[src/hdl/cpoc_pkg.sv]
`timescale 1ns / 1ps
`default_nettype none

package cpoc_pkg;

   // fixed widths of the transaction fields
   localparam int FIELD_WIDTH     = 32;
   localparam int RSP_COUNT_WIDTH = 16;
   localparam int STATUS_WIDTH    = 2;

   // smallest polygon that can be judged
   localparam int MIN_VERTICES = 3;

   // cross product units: the running turn and the two closing turns
   localparam int TURN_COUNT      = 3;
   localparam int TURN_RUN        = 0;
   localparam int TURN_WRAP_END   = 1;
   localparam int TURN_WRAP_START = 2;

   // result status codes
   localparam logic [STATUS_WIDTH-1:0] STATUS_CONVEX  = 2'd0;
   localparam logic [STATUS_WIDTH-1:0] STATUS_CONCAVE = 2'd1;
   localparam logic [STATUS_WIDTH-1:0] STATUS_TOO_FEW = 2'd2;

   typedef struct packed {
      logic signed [FIELD_WIDTH-1:0] vertex_x;
      logic signed [FIELD_WIDTH-1:0] vertex_y;
      logic                          last_vertex;
   } cpoc_req_type;

   typedef struct packed {
      logic [STATUS_WIDTH-1:0]    status;
      logic [RSP_COUNT_WIDTH-1:0] vertex_count;
   } cpoc_rsp_type;

   // control that travels with a vertex through the pipeline
   typedef struct packed {
      logic                       turn_en;
      logic                       wrap_en;
      logic                       last;
      logic                       too_few;
      logic [RSP_COUNT_WIDTH-1:0] count;
   } cpoc_ctl_type;

endpackage

`default_nettype wire

[src/hdl/cpoc_judge.sv]
`timescale 1ns / 1ps
`default_nettype none

module cpoc_judge #(
   parameter int COORD_WIDTH = 32
) (
   input  wire logic                           clock,
   input  wire logic                           reset,
   input  wire logic                           s1_valid,
   input  wire cpoc_pkg::cpoc_ctl_type         s1_ctl,
   output logic                                p_ready,
   input  wire logic signed [2*COORD_WIDTH+1:0] prod_lhs [cpoc_pkg::TURN_COUNT],
   input  wire logic signed [2*COORD_WIDTH+1:0] prod_rhs [cpoc_pkg::TURN_COUNT],
   output logic                                rsp_valid,
   input  wire logic                           rsp_ready,
   output cpoc_pkg::cpoc_rsp_type              rsp_data
);
   import cpoc_pkg::*;

   logic                  p_valid_ff, p_valid_in;
   cpoc_ctl_type          p_ctl_ff;
   logic                  p_leave;
   logic                  out_free;
   logic [TURN_COUNT-1:0] turn_ok;
   logic                  item_ok;
   logic                  flag_ff, flag_in;
   logic                  rsp_valid_ff, rsp_valid_in;
   cpoc_rsp_type          rsp_data_ff, rsp_data_in;

   assign out_free = !rsp_valid_ff || rsp_ready;
   assign p_leave  = p_valid_ff && (!p_ctl_ff.last || out_free);
   assign p_ready  = !p_valid_ff || p_leave;

   always_comb begin
      for (int i = 0; i < TURN_COUNT; i++) begin
         turn_ok[i] = (prod_lhs[i] > prod_rhs[i]);
      end
      item_ok = (!p_ctl_ff.turn_en || turn_ok[TURN_RUN]) &&
                (!p_ctl_ff.wrap_en || (turn_ok[TURN_WRAP_END] && turn_ok[TURN_WRAP_START]));

      p_valid_in   = (s1_valid && p_ready) || (p_valid_ff && !p_leave);
      flag_in      = flag_ff;
      rsp_valid_in = rsp_valid_ff && !rsp_ready;
      rsp_data_in  = rsp_data_ff;
      if (p_leave) begin
         if (p_ctl_ff.last) begin
            flag_in                  = 1'b1;
            rsp_valid_in             = 1'b1;
            rsp_data_in.vertex_count = p_ctl_ff.count;
            if (p_ctl_ff.too_few) begin
               rsp_data_in.status = STATUS_TOO_FEW;
            end else if (flag_ff && item_ok) begin
               rsp_data_in.status = STATUS_CONVEX;
            end else begin
               rsp_data_in.status = STATUS_CONCAVE;
            end
         end else begin
            flag_in = flag_ff && item_ok;
         end
      end
   end

   always_ff @(posedge clock) begin
      if (reset) begin
         p_valid_ff   <= 1'b0;
         flag_ff      <= 1'b1;
         rsp_valid_ff <= 1'b0;
      end else begin
         p_valid_ff   <= p_valid_in;
         flag_ff      <= flag_in;
         rsp_valid_ff <= rsp_valid_in;
      end
   end

   always_ff @(posedge clock) begin
      if (s1_valid && p_ready) begin
         p_ctl_ff <= s1_ctl;
      end
      rsp_data_ff <= rsp_data_in;
   end

   assign rsp_valid = rsp_valid_ff;
   assign rsp_data  = rsp_data_ff;

endmodule

`default_nettype wire

[config.mk]
export PLATFORM = sky130hd
export DESIGN_NAME = cpoc_judge
export DESIGN_NICKNAME = d
export VERILOG_FILES = /design/src/hdl/cpoc_pkg.sv /design/src/hdl/cpoc_judge.sv
export SDC_FILE = /design/constraint.sdc
export NUM_CORES = 1
export LEC_CHECK = 0
export BUFFER_PORTS_ARGS = -buffer_cell sky130_fd_sc_hd__buf_2
export CAP_MARGIN = 20
export CORE_AREA = 2 2 172 174
export CTS_BUF_LIST = sky130_fd_sc_hd__clkbuf_16
export DETAILED_ROUTE_END_ITERATION = 10
export DIE_AREA = 0 0 174 176
export PLACE_DENSITY = 0.49
export SLEW_MARGIN = 20
export SYNTH_ARGS = -nofsm -noshare
export SYNTH_HDL_FRONTEND = slang
export SYNTH_SLANG_ARGS = --single-unit
export TNS_END_PERCENT = 5
[constraint.sdc]
create_clock -name clock -period 2.7 [get_ports clock]
set_input_delay 0.135 -clock clock [delete_from_list [all_inputs] [get_ports clock]]
set_output_delay 0.135 -clock clock [all_outputs]
set_load 0.02 [all_outputs]
==> metrics.csv <==
metric;value;unit
critPathCaptureType;register;
setup_slack;235;ps
cts.htree.levels;2;
synth_nets;1403;
ys_top_cells_by_area;ha_1, edfxtp_1, inv_1;
globalRouteTotalUtil;15.4;%
drc;0;
ys_async_sr_fraction;0;%
yosys_warnings;0;
dieArea;30600;µm²
leakage;5.51;nW
placed_area;9180;µm²
vias;7029;
clkSinkCount;41;
routedWlPerCell;14.9;µm
yosys.cell_types.count;50;
worst_ir_drop_vdd;0.267;mV
die_h;176;µm
first_iter_violations;167;
crit_fanout;3;
ys_seq_area_share;18.8;%
startpoint_type;primary input;
syn-cell-area;6400;µm²
outcome;completed;
reg2reg_slack;1200;ps
place_ws;-262;ps
synthTopCellsByCount;inv_1, ha_1, a21oi_1, nand2_1, nand4_1;
ant_nets;0;
drt_wl_total;24400;µm
slew_headroom;72.4;%
synthFlopType;edfxtp_1;
syn_inst;785;
placed_cells;1620;
viasPerCell;4.30;
setup_viol;0;
fin_nets;1861;
final_cell_count_no_fill;1633;
post-route-period-util;91.3;%
cts_setup_buffers;0;
slew_viol_final;0;
root_buffer;clkbuf_16;
clockBufferDepth;2;
layout-drive-gt1-share;37.8;%
die_x;174;µm
synth_seq_cells;41;
postLayoutCoreUtil;32.7;%
synth.most_common_cell;inv_1;
cp.arrival;2480;ps
grt_max_degree;20;
synth.largest_area_cell;ha_1;
insertion_delay;280;ps
avgSynthCellArea;8.15;µm²
crit_type;primary input to register;
gp_routability_congestion;0.938;
pwr_density_cell;253;nW/µm²
antenna_found_initial;7;
finalCriticalPeriod;2460;ps
clock-skew-final;4.19;ps
fill_cells;3169;
core-area;28500;µm²
fmax;0.406;GHz
total_power;2.36;mW
numCtsBuffers;5;
grt_pass1_vias;7480;
rsz0062_at_grt;no;
synth-edff-count;38;
cp.required;2720;ps
numPortBuffers;439;
worstMarginPinSlew;413;ps
hp-class;primary input to register;
num_io_pins;440;
cts_tree;built;
num_rows;62;
design_area;9340;µm²
start_util;22.4;%
hold_viol;0;
clk_pin_slew;60;ps
area_growth;46.0;%
grt-ovfl-total;0;
place_hpwl;23200;µm
grt_first_pass_wirelength;37200;µm
cap_violations;0;
yosys.area.top_type_share;38.7;%
drtPass1Iterations;4;
## through the flow
step                hold WS (ps)  setup TNS [ps]
global placement             312            -395
CTS                         20.7               0
detailed placement           313            -352
finish                      26.6               0
floorplan                    204               0
global route                14.6               0
## kinds of logic (layout without fill, tap and decap cells)
family	count (synthesis)	in the layout	share of synthesized area [%]
AND/OR/NAND/NOR	161	161	13.5
other	0	5	0
adder cells (fa/ha/maj)	198	198	38.7
buffers and inverters	208	667	12.2
flip-flops	41	41	18.8
AO/OA/AOI/OAI	177	177	16.9
## flip-flops by register name, indices dropped and copies added (netlist names)
signal	cells
p_valid_ff	1
p_ctl_ff	20
rsp_valid	1
rsp_data	18
flag_ff	1
## path summary, 6_finish.rpt
| path | from | endpoint | cells after the start |
|---|---|---|---|
| max | prod_lhs[5] | rsp_data[16]$_SDFFCE_PP0P_ | 10 |
| min | s1_ctl[8] | p_ctl_ff[8]$_DFFE_PP_ | 1 |
| max reg2reg | p_ctl_ff[19]$_DFFE_PP_ | rsp_data[16]$_SDFFCE_PP0P_ | 6 |
| min reg2reg | p_ctl_ff[11]$_DFFE_PP_ | rsp_data[11]$_DFFE_PP_ | 0 |
## metal layers
metal,up-vias,global-route usage (%),wire (µm)
met5,-,0,32
li1,3698,-,-
met3,28,3.92,1910
met4,4,3.01,425
met2,268,31.4,13100
met1,3031,15.7,8950
## timing repair
item	in CTS	in global routing
gates resized for setup	0	2
hold endpoints to repair	0	0
hold buffers	0	0
endpoints found under the setup margin	0	2
## where the power goes
group | leakage, nW | total [mW] | internal (mW) | switching [mW]
clock network | 0.0748 | 0.561 | 0.335 | 0.226
logic | 5.05 | 1.06 | 0.537 | 0.528
registers | 0.386 | 0.736 | 0.727 | 0.00962
## critical path: stages
cell and delay, ps:
buf_2 100, ha_1 320, a21oi_1 150, o21ai_1 100, a21o_1 180, o41ai_1 420, a31oi_1 200, or4bb_1 560
a22oi_2 190, o22ai_1 100
## cells in the final DEF (no fill, tap or decap), types with 5 or more instances in the layout
cell type    n
buf_2      439
inv_1      209
ha_1       198
a21oi_1     88
nand2_1     44
nand4_1     42
edfxtp_1    38
o21ai_0     29
nand3_1     24
a21o_1      18
nor2_1      16
buf_4       12
nor4_1       8
nor3_1       7
a211oi_1     6
diode_2      5
nand2b_1     5
clkbuf_16    5
## area by class of cell
class	count	area [µm²]	share of cell area, %
multi-input cells	536	4440	47.5
repair buffers	451	2290	24.5
flip-flops and latches	41	1200	12.9
inverters	208	781	8.36
well taps	384	480	5.14
clock buffers	5	125	1.34
clock inverters	3	13.8	0.147
diodes	5	12.5	0.134
(Power assumes the default switching activity.)
