==> config.mk <==
export PLATFORM = sky130hd
export DESIGN_NAME = cpoc_front
export DESIGN_NICKNAME = d
export VERILOG_FILES = /design/src/hdl/cpoc_pkg.sv /design/src/hdl/cpoc_front.sv
export SDC_FILE = /design/constraint.sdc
export NUM_CORES = 1
export LEC_CHECK = 0
export ABC_AREA = 1
export BUFFER_PORTS_ARGS = -buffer_cell sky130_fd_sc_hd__buf_2
export CAP_MARGIN = 20
export CORE_UTILIZATION = 45
export CTS_CLUSTER_DIAMETER = 150
export DETAILED_ROUTE_END_ITERATION = 8
export PLACE_DENSITY = 0.74
export SLEW_MARGIN = 10
export SYNTH_ARGS = -nofsm -noshare
export SYNTH_HDL_FRONTEND = slang
export SYNTH_SLANG_ARGS = --single-unit
==> constraint.sdc <==
create_clock -name clock -period 25.2 [get_ports clock]
set_clock_uncertainty 0.05 [all_clocks]
set_input_delay 7.56 -clock clock [delete_from_list [all_inputs] [get_ports clock]]
set_output_delay 7.56 -clock clock [all_outputs]
set_load 0.01 [all_outputs]
==> src/hdl/cpoc_pkg.sv <==
`timescale 1ns / 1ps
`default_nettype none

package cpoc_pkg;

   // fixed widths of the transaction fields
   localparam int FIELD_WIDTH     = 32;
   localparam int RSP_COUNT_WIDTH = 16;
   localparam int STATUS_WIDTH    = 2;

   // smallest polygon that can be judged
   localparam int MIN_VERTICES = 3;

   // cross product units: the running turn and the two closing turns
   localparam int TURN_COUNT      = 3;
   localparam int TURN_RUN        = 0;
   localparam int TURN_WRAP_END   = 1;
   localparam int TURN_WRAP_START = 2;

   // result status codes
   localparam logic [STATUS_WIDTH-1:0] STATUS_CONVEX  = 2'd0;
   localparam logic [STATUS_WIDTH-1:0] STATUS_CONCAVE = 2'd1;
   localparam logic [STATUS_WIDTH-1:0] STATUS_TOO_FEW = 2'd2;

   typedef struct packed {
      logic signed [FIELD_WIDTH-1:0] vertex_x;
      logic signed [FIELD_WIDTH-1:0] vertex_y;
      logic                          last_vertex;
   } cpoc_req_type;

   typedef struct packed {
      logic [STATUS_WIDTH-1:0]    status;
      logic [RSP_COUNT_WIDTH-1:0] vertex_count;
   } cpoc_rsp_type;

   // control that travels with a vertex through the pipeline
   typedef struct packed {
      logic                       turn_en;
      logic                       wrap_en;
      logic                       last;
      logic                       too_few;
      logic [RSP_COUNT_WIDTH-1:0] count;
   } cpoc_ctl_type;

endpackage

`default_nettype wire

==> src/hdl/cpoc_front.sv <==
`timescale 1ns / 1ps
`default_nettype none

module cpoc_front #(
   parameter int COORD_WIDTH = 32,
   parameter int COUNT_WIDTH = 16
) (
   input  wire logic                          clock,
   input  wire logic                          reset,
   input  wire logic                          req_valid,
   output logic                               req_ready,
   input  wire cpoc_pkg::cpoc_req_type        req_data,
   input  wire logic                          p_ready,
   output logic                               s1_valid,
   output cpoc_pkg::cpoc_ctl_type             s1_ctl,
   output logic signed [COORD_WIDTH-1:0]      s1_x [5],
   output logic signed [COORD_WIDTH-1:0]      s1_y [5]
);
   import cpoc_pkg::*;

   localparam logic [COUNT_WIDTH-1:0] CNT_MAX = '1;
   localparam logic [COUNT_WIDTH-1:0] CNT_ONE = COUNT_WIDTH'(1);
   localparam logic [COUNT_WIDTH-1:0] CNT_TWO = COUNT_WIDTH'(2);
   localparam logic [COUNT_WIDTH-1:0] CNT_MIN = COUNT_WIDTH'(MIN_VERTICES);

   logic                           accept;
   logic signed [COORD_WIDTH-1:0]  vx;
   logic signed [COORD_WIDTH-1:0]  vy;
   logic [COUNT_WIDTH-1:0]         count_ff;
   logic [COUNT_WIDTH-1:0]         count_in;
   logic [COUNT_WIDTH-1:0]         count_inc;
   logic [COUNT_WIDTH+RSP_COUNT_WIDTH-1:0] count_wide;
   logic [RSP_COUNT_WIDTH-1:0]     count_rpt;
   logic                           s1_valid_ff;
   logic                           s1_valid_in;
   cpoc_ctl_type                   s1_ctl_ff;
   cpoc_ctl_type                   s1_ctl_in;
   logic signed [COORD_WIDTH-1:0]  first_x_ff, first_y_ff;
   logic signed [COORD_WIDTH-1:0]  second_x_ff, second_y_ff;
   logic signed [COORD_WIDTH-1:0]  older_x_ff, older_y_ff;
   logic signed [COORD_WIDTH-1:0]  newer_x_ff, newer_y_ff;
   logic signed [COORD_WIDTH-1:0]  s1_x_ff [5];
   logic signed [COORD_WIDTH-1:0]  s1_y_ff [5];

   assign req_ready = !s1_valid_ff || p_ready;
   assign accept    = req_valid && req_ready;
   assign vx        = req_data.vertex_x[COORD_WIDTH-1:0];
   assign vy        = req_data.vertex_y[COORD_WIDTH-1:0];

   // saturating vertex counter
   assign count_inc  = (count_ff == CNT_MAX) ? count_ff : count_ff + CNT_ONE;
   assign count_wide = {{RSP_COUNT_WIDTH{1'b0}}, count_inc};
   assign count_rpt  = (|(count_wide >> RSP_COUNT_WIDTH)) ? '1
                                                          : count_wide[RSP_COUNT_WIDTH-1:0];

   always_comb begin
      count_in = count_ff;
      if (accept) begin
         count_in = req_data.last_vertex ? '0 : count_inc;
      end
      s1_valid_in = accept || (s1_valid_ff && !p_ready);
      s1_ctl_in.turn_en = (count_ff >= CNT_TWO);
      s1_ctl_in.wrap_en = req_data.last_vertex && (count_inc > CNT_MIN);
      s1_ctl_in.last    = req_data.last_vertex;
      s1_ctl_in.too_few = (count_inc < CNT_MIN);
      s1_ctl_in.count   = count_rpt;
   end

   always_ff @(posedge clock) begin
      if (reset) begin
         count_ff    <= '0;
         s1_valid_ff <= 1'b0;
      end else begin
         count_ff    <= count_in;
         s1_valid_ff <= s1_valid_in;
      end
   end

   // vertex history and stage 1 payload
   always_ff @(posedge clock) begin
      if (accept) begin
         if (count_ff == '0) begin
            first_x_ff <= vx;
            first_y_ff <= vy;
         end
         if (count_ff == CNT_ONE) begin
            second_x_ff <= vx;
            second_y_ff <= vy;
         end
         older_x_ff <= newer_x_ff;
         older_y_ff <= newer_y_ff;
         newer_x_ff <= vx;
         newer_y_ff <= vy;
         s1_ctl_ff  <= s1_ctl_in;
         s1_x_ff[0] <= older_x_ff;
         s1_y_ff[0] <= older_y_ff;
         s1_x_ff[1] <= newer_x_ff;
         s1_y_ff[1] <= newer_y_ff;
         s1_x_ff[2] <= vx;
         s1_y_ff[2] <= vy;
         s1_x_ff[3] <= first_x_ff;
         s1_y_ff[3] <= first_y_ff;
         s1_x_ff[4] <= second_x_ff;
         s1_y_ff[4] <= second_y_ff;
      end
   end

   assign s1_valid = s1_valid_ff;
   assign s1_ctl   = s1_ctl_ff;
   assign s1_x     = s1_x_ff;
   assign s1_y     = s1_y_ff;

endmodule

`default_nettype wire

==> results.py, run 1 <==
metrics = {
    "cells_and_area": {
        "syn2layout_area_growth_pct": 27.0,
        "fillers": 2472,
        "fin_util_pct": 58.3,
        "antenna_cells": 0,
        "final_nets": 1229,
        "drive_gt1_share_pct": 42.8,
        "stdcell_area_um2": 19700,
        "regArea_um2": 14400,
        "multiInputGateArea_um2": 951,
    },
    "setup_path": {
        "reg2reg_depth": 5,
        "path_class": "in2out",
        "rr_endpoint": "s1_x[45]",
        "critPathMaxFanout": 3,
        "crit_start": "p_ready",
        "worstSetupEndpointType": "output port",
        "r2r-start": "s1_valid",
        "critPathArrivalTime_ns": 7.90,
        "endpoint": "req_ready",
        "r2r_slack_ns": 21.29,
        "start_kind": "input port",
        "crit_required_ns": 17.59,
    },
    "grt": {
        "busiest_layer": "met2",
        "grt_use_met2_pct": 32.4,
        "grt.total_usage_pct": 17.6,
        "antenna_found_initial": 3,
        "grt_start_max_net_pins": 137,
        "grt_pass1_vias": 7619,
        "globalRouteOverflowTotal": 0,
        "met3_usage_pct": 4.43,
        "met1_usage_pct": 19.7,
        "grt_pass1_wl_um": 45700,
    },
    "place": {
        "hpwl_um": 21200,
        "dpl_cell_area_um2": 18100,
        "place_congestion": 0.832,
        "port-buffer-count": 410,
    },
    "pwr": {
        "power_switching_uw": 353,
        "power.total_mw": 1.73,
        "ir_drop_uv": 67.8,
        "leakagePower_nw": 7.53,
        "powerDensity_nw_per_um2": 88.0,
        "swShare_pct": 20.4,
        "intPower_mw": 1.38,
        "power_frac_clock_pct": 40.4,
        "pwr-share-comb_pct": 4.7,
        "power_frac_seq_pct": 54.9,
    },
    "synthesis": {
        "synth_top_area_cell": "edfxtp_1",
        "synth.top_cells.by_count": "468 x edfxtp_1, 66 x nand2_1, 33 x nor2_1",
        "syn-num-nets": 774,
        "synth_simple_gate_area_share_pct": 4.72,
        "synth.distinct_cells": 28,
        "synth.avg_cell_area_um2": 22.1,
        "synthMostInstantiatedCell": "edfxtp_1",
        "synth_top_area_share_pct": 90.8,
        "netlist_area_um2": 15500,
        "synth-xor-area-share_pct": 0.283,
        "synth_enable_flop_cells": 468,
        "synthMuxAreaShare_pct": 0,
        "yosysSeqAreaShare_pct": 93.0,
        "yosys_warnings": 0,
        "async_reset_ff_share_pct": 0,
        "synth_compound_area_share_pct": 0.719,
        "ys.flop_type": "edfxtp_1",
        "postSynthCellCount": 701,
        "synthAdderAreaFrac_pct": 0.323,
        "synth_top_family_by_area": "simple AND/OR/NAND/NOR gates",
        "synthTopCellsByArea": "edfxtp_1 91%, dfxtp_1 2.2%, nand2_1 1.6%",
        "ys_ff_latch": 485,
    },
    "cts": {
        "cts_max_level": 2,
        "cts-resized-gates": 0,
        "clock_latency_ns": 0.55,
        "numCtsBuffers": 47,
        "clock-sinks": 485,
        "hold_buffers": 0,
        "cts_setup_buffers": 0,
        "clkTransAtPathRegs_ns": 0.06,
        "cts_buffer_depth": 3,
        "cts_tree": "yes",
        "cts_root_buf": "clkbuf_16",
    },
    "floorplan": {
        "num_rows": 67,
        "fp.dieW_um": 187,
        "core-area_um2": 33700,
        "ios": 411,
        "start_util_pct": 45.9,
        "die_area_um2": 35200,
        "die_y_um": 187,
    },
    "route": {
        "vias": 7845,
        "wire_per_inst_um": 19.2,
        "viasPerCell": 4.77,
        "drtPass1Iterations": 6,
        "route.detailed.drc": 0,
        "dr.first_iter.drc_count": 555,
        "routed_wl_um": 31500,
        "drtAntennaViolNets": 0,
    },
    "sta": {
        "slew_headroom_pct": 28.8,
        "rsz0062_at_grt": "false",
        "holdWs_ns": 0.358,
        "tightestPinTransition_ns": 1.07,
        "period_share_pct": 61.6,
        "post-route-min-period_ns": 15.51,
        "fin_setup_tns_ns": 0,
        "maxSlewViolCount": 0,
        "hold_viol": 0,
        "setup-violations-final": 0,
        "fmax_mhz": 64.5,
    },
    "outcome": {
        "status": "finished clean",
    },
    "hold_path": {
        "hp-class": "reg2reg",
    },
    "flow_run": {
        "maxCapViolCount": 0,
    },
}
registers in the layout, indices dropped and copies added (netlist names):
signal,flops
s1_x,160
s1_y,160
first_x_ff,32
first_y_ff,32
second_x_ff,32
second_y_ff,32
s1_ctl,20
count_ff,16
s1_valid,1
logic make-up after synthesis:
family	count (synthesis)
buffers and inverters	37
AND/OR/NAND/NOR	149
adder cells (fa/ha/maj)	4
XOR/XNOR	5
flip-flops	485
AO/OA/AOI/OAI	21
power groups by stage:
| stage | Combinational, mW | Clock, mW | Sequential (mW) |
|---|---|---|---|
| after floorplan | 0.0155 | 0 | 0.990 |
| after global placement | 0.0812 | 0 | 0.964 |
| after detailed placement | 0.0825 | 0 | 0.966 |
| after CTS | 0.0830 | 0.713 | 0.950 |
| after global routing | 0.0865 | 0.744 | 0.953 |
| final | 0.0812 | 0.699 | 0.949 |
metrics by stage:
step	setup WS (ns)	cells
after floorplan	7.07	701
after global placement	9.67	1555
after detailed placement	9.69	1555
after CTS	9.69	1643
after global routing	9.64	1643
final	9.69	1643
worst min-delay path by stage:
stage | start | to | slack [ns] | depth (start not counted)
after CTS | second_y_ff[27] | s1_y[27] | 0.35 | 0
after detailed placement | second_x_ff[1] | s1_x[1] | 0.35 | 0
final | second_y_ff[27] | s1_y[27] | 0.36 | 0
after global placement | first_y_ff[11] | s1_y[43] | 0.35 | 0
after floorplan | second_x_ff[0] | s1_x[0] | 0.35 | 0
after global routing | second_y_ff[27] | s1_y[27] | 0.36 | 0
per-layer routing:
layer	wire length [um]	up-vias	share of wire, %
met5	34	-	0.11
met4	863	6	2.7
met3	2280	63	7.2
met2	16900	353	54
met1	11400	3835	36
li1	-	3588	-
worst max-delay path, stage by stage:
cell     delay (ns)
buf_2          0.09
inv_1          0.04
nand2_1        0.06
buf_2          0.14
cell type report:
type,count,share of cell area (%)
Clock buffer,59,6.21
Clock inverter,29,1.69
Inverter,28,0.573
Multi-Input combinational cell,179,4.84
Sequential cell,485,73.2
Tap cell,448,2.85
Timing Repair Buffer,415,10.6
layout by cell type (no fill, tap or decap), drive strengths merged:
| master | instances |
|---|---|
| a21oi | 18 |
| buf | 415 |
| bufinv | 7 |
| clkbuf | 59 |
| clkinv | 16 |
| clkinvlp | 3 |
| dfxtp | 17 |
| edfxtp | 468 |
| ha | 4 |
| inv | 31 |
| nand2 | 75 |
| nand3 | 23 |
| nand3b | 1 |
| nand4 | 8 |
| nor2 | 39 |
| nor3 | 1 |
| nor4 | 2 |
| o21ai | 2 |
| o21bai | 1 |
| xnor2 | 3 |
| xor2 | 2 |
Power figures use the tool's default switching activity.
==> run 2: changes to the inputs <==
- PLACE_DENSITY: 0.74 -> 0.77
- clock period: 25.2 -> 13.5 ns (I/O delays scaled with it)
==> run 2 against run 1 <==
First-iteration DRC count decreased by 18%. Sequential cell count unchanged. Largest cell class unchanged. Critical endpoint unchanged. Largest power group unchanged. Clock power increased by 76%. Critical path type unchanged.
==> results.py, run 2 (synthesis results as in run 1) <==
metrics = {
    "outcome": {
        "status": "finished clean",
    },
    "route": {
        "viasPerCell": 4.72,
        "drtAntennaViolNets": 0,
        "topRoutingLayerUsed": "met5",
        "dr.first_iter.drc_count": 454,
        "wire_per_inst_um": 19.3,
        "drtPass1Iterations": 5,
        "wl_met3_um": 2190,
        "m1WireLength_um": 11700,
        "dr_wl_met2_um": 17100,
        "route.detailed.drc": 0,
        "routed_wl_um": 31700,
        "vias": 7754,
    },
    "sta": {
        "fin_setup_tns_ns": 0,
        "tightestPinTransition_ns": 1.05,
        "maxSlewViolCount": 0,
        "fmax_mhz": 118,
        "setup-violations-final": 0,
        "post-route-min-period_ns": 8.50,
        "period_share_pct": 62.9,
        "rsz0062_at_grt": "false",
        "slew_headroom_pct": 30.1,
        "setup_slack_ns": 5.00,
        "hold_viol": 0,
    },
    "cells_and_area": {
        "layout_commonest_cell": "edfxtp_1",
        "layout_common_cells": "468 x edfxtp_1, 410 x buf_2, 66 x nand2_1, 47 x clkbuf_16, 31 x nor2_1",
        "fillers": 2511,
        "antenna_cells": 0,
        "drive_gt1_share_pct": 42.9,
        "syn2layout_area_growth_pct": 26.5,
        "final_nets": 1230,
    },
    "pwr": {
        "ir_drop_uv": 150,
        "intPower_mw": 2.48,
        "swShare_pct": 21.3,
        "power_frac_clock_pct": 38.9,
        "power_frac_seq_pct": 56.3,
        "leakagePower_nw": 7.50,
        "pwr-share-comb_pct": 4.8,
        "power_switching_uw": 670,
        "powerDensity_nw_per_um2": 161,
    },
    "place": {
        "hpwl_um": 21100,
        "place_ws_ns": 5.00,
        "place_congestion": 0.816,
        "port-buffer-count": 410,
    },
    "grt": {
        "antenna_found_initial": 2,
        "globalRouteOverflowTotal": 0,
        "grt_start_max_net_pins": 176,
        "grt_pass1_vias": 7625,
        "grt_pass1_wl_um": 45800,
        "grt.total_usage_pct": 17.5,
    },
    "floorplan": {
        "die_y_um": 187,
        "die_area_um2": 35200,
        "start_util_pct": 45.9,
        "ios": 411,
        "num_rows": 67,
        "fp.dieW_um": 187,
        "core-area_um2": 33700,
    },
    "setup_path": {
        "critPathArrivalTime_ns": 4.40,
        "crit_start": "p_ready",
        "critPathMaxFanout": 3,
        "r2r-start": "s1_valid",
        "crit_path_top_delay_cell": "buf_2",
        "critical-path-max-stage-delay_ns": 0.15,
        "worstSetupEndpointType": "output port",
        "crit_path_cell_trace": "buf_2 > inv_1 > nand2_1 > buf_2",
        "crit_required_ns": 9.40,
        "path_class": "in2out",
        "reg2reg_depth": 5,
        "crit_top_cell": "buf_2",
        "start_kind": "input port",
    },
    "cts": {
        "clkTransAtPathRegs_ns": 0.07,
        "clock-sinks": 485,
        "cts_buffer_depth": 3,
        "cts_max_level": 2,
        "clock_latency_ns": 0.55,
        "cts-resized-gates": 0,
        "cts_root_buf": "clkbuf_16",
        "numCtsBuffers": 47,
        "cts_tree": "yes",
        "hold_buffers": 0,
        "cts_setup_buffers": 0,
    },
    "hold_path": {
        "hold_depth": 0,
        "min_from": "second_x_ff[10]",
        "hp-class": "reg2reg",
    },
    "flow_run": {
        "maxCapViolCount": 0,
    },
}
run 2: through the flow:
stage	power, mW	hold slack (ns)	utilization (%)	instance area (um^2)	std cells
5_1_grt	3.25	0.363	58.1	19600	1643
2_1_floorplan	1.87	0.350	-	15500	701
4_1_cts	3.18	0.359	58.1	19600	1642
3_5_place_dp	1.96	0.355	53.8	18100	1555
3_3_place_gp	1.95	0.351	53.8	18100	1555
6_report	3.15	0.358	58.1	19600	1643
run 2: power by group through the flow:
stage / combinational (mW) / clock (mW) / sequential [mW]
floorplan: 0.0290 / 0 / 1.84
finish: 0.152 / 1.23 / 1.77
global placement: 0.152 / 0 / 1.80
global route: 0.162 / 1.31 / 1.78
detailed placement: 0.154 / 0 / 1.80
CTS: 0.155 / 1.25 / 1.77
run 2: layout make-up:
type	count	area (um^2)	share of cell area [%]
clock inverter	29	251	1.28
sequential	485	14400	73.5
multi-input combinational	179	951	4.85
clock buffer	58	1220	6.21
timing repair buffer	416	2110	10.8
inverter	28	109	0.556
tap	448	561	2.86
run 2: final timing paths:
path	end	slack (ns)
worst max-delay path	req_ready	5.00
worst min-delay path	s1_x[10]	0.36
worst max register to register	s1_x[128]	9.92
worst min register to register	s1_x[10]	0.36
run 2: metal layers:
layer / GRT usage, % / up-vias
li1: - / 3586
met1: 19.8 / 3793
met2: 32.2 / 312
met3: 4.69 / 59
met4: 5.25 / 4
met5: 0 / -
run 2: worst max-delay path: cells and delay by family:
kind	cells	cell delay, ns
buffers and inverters	3	0.28
AND/OR/NAND/NOR	1	0.07
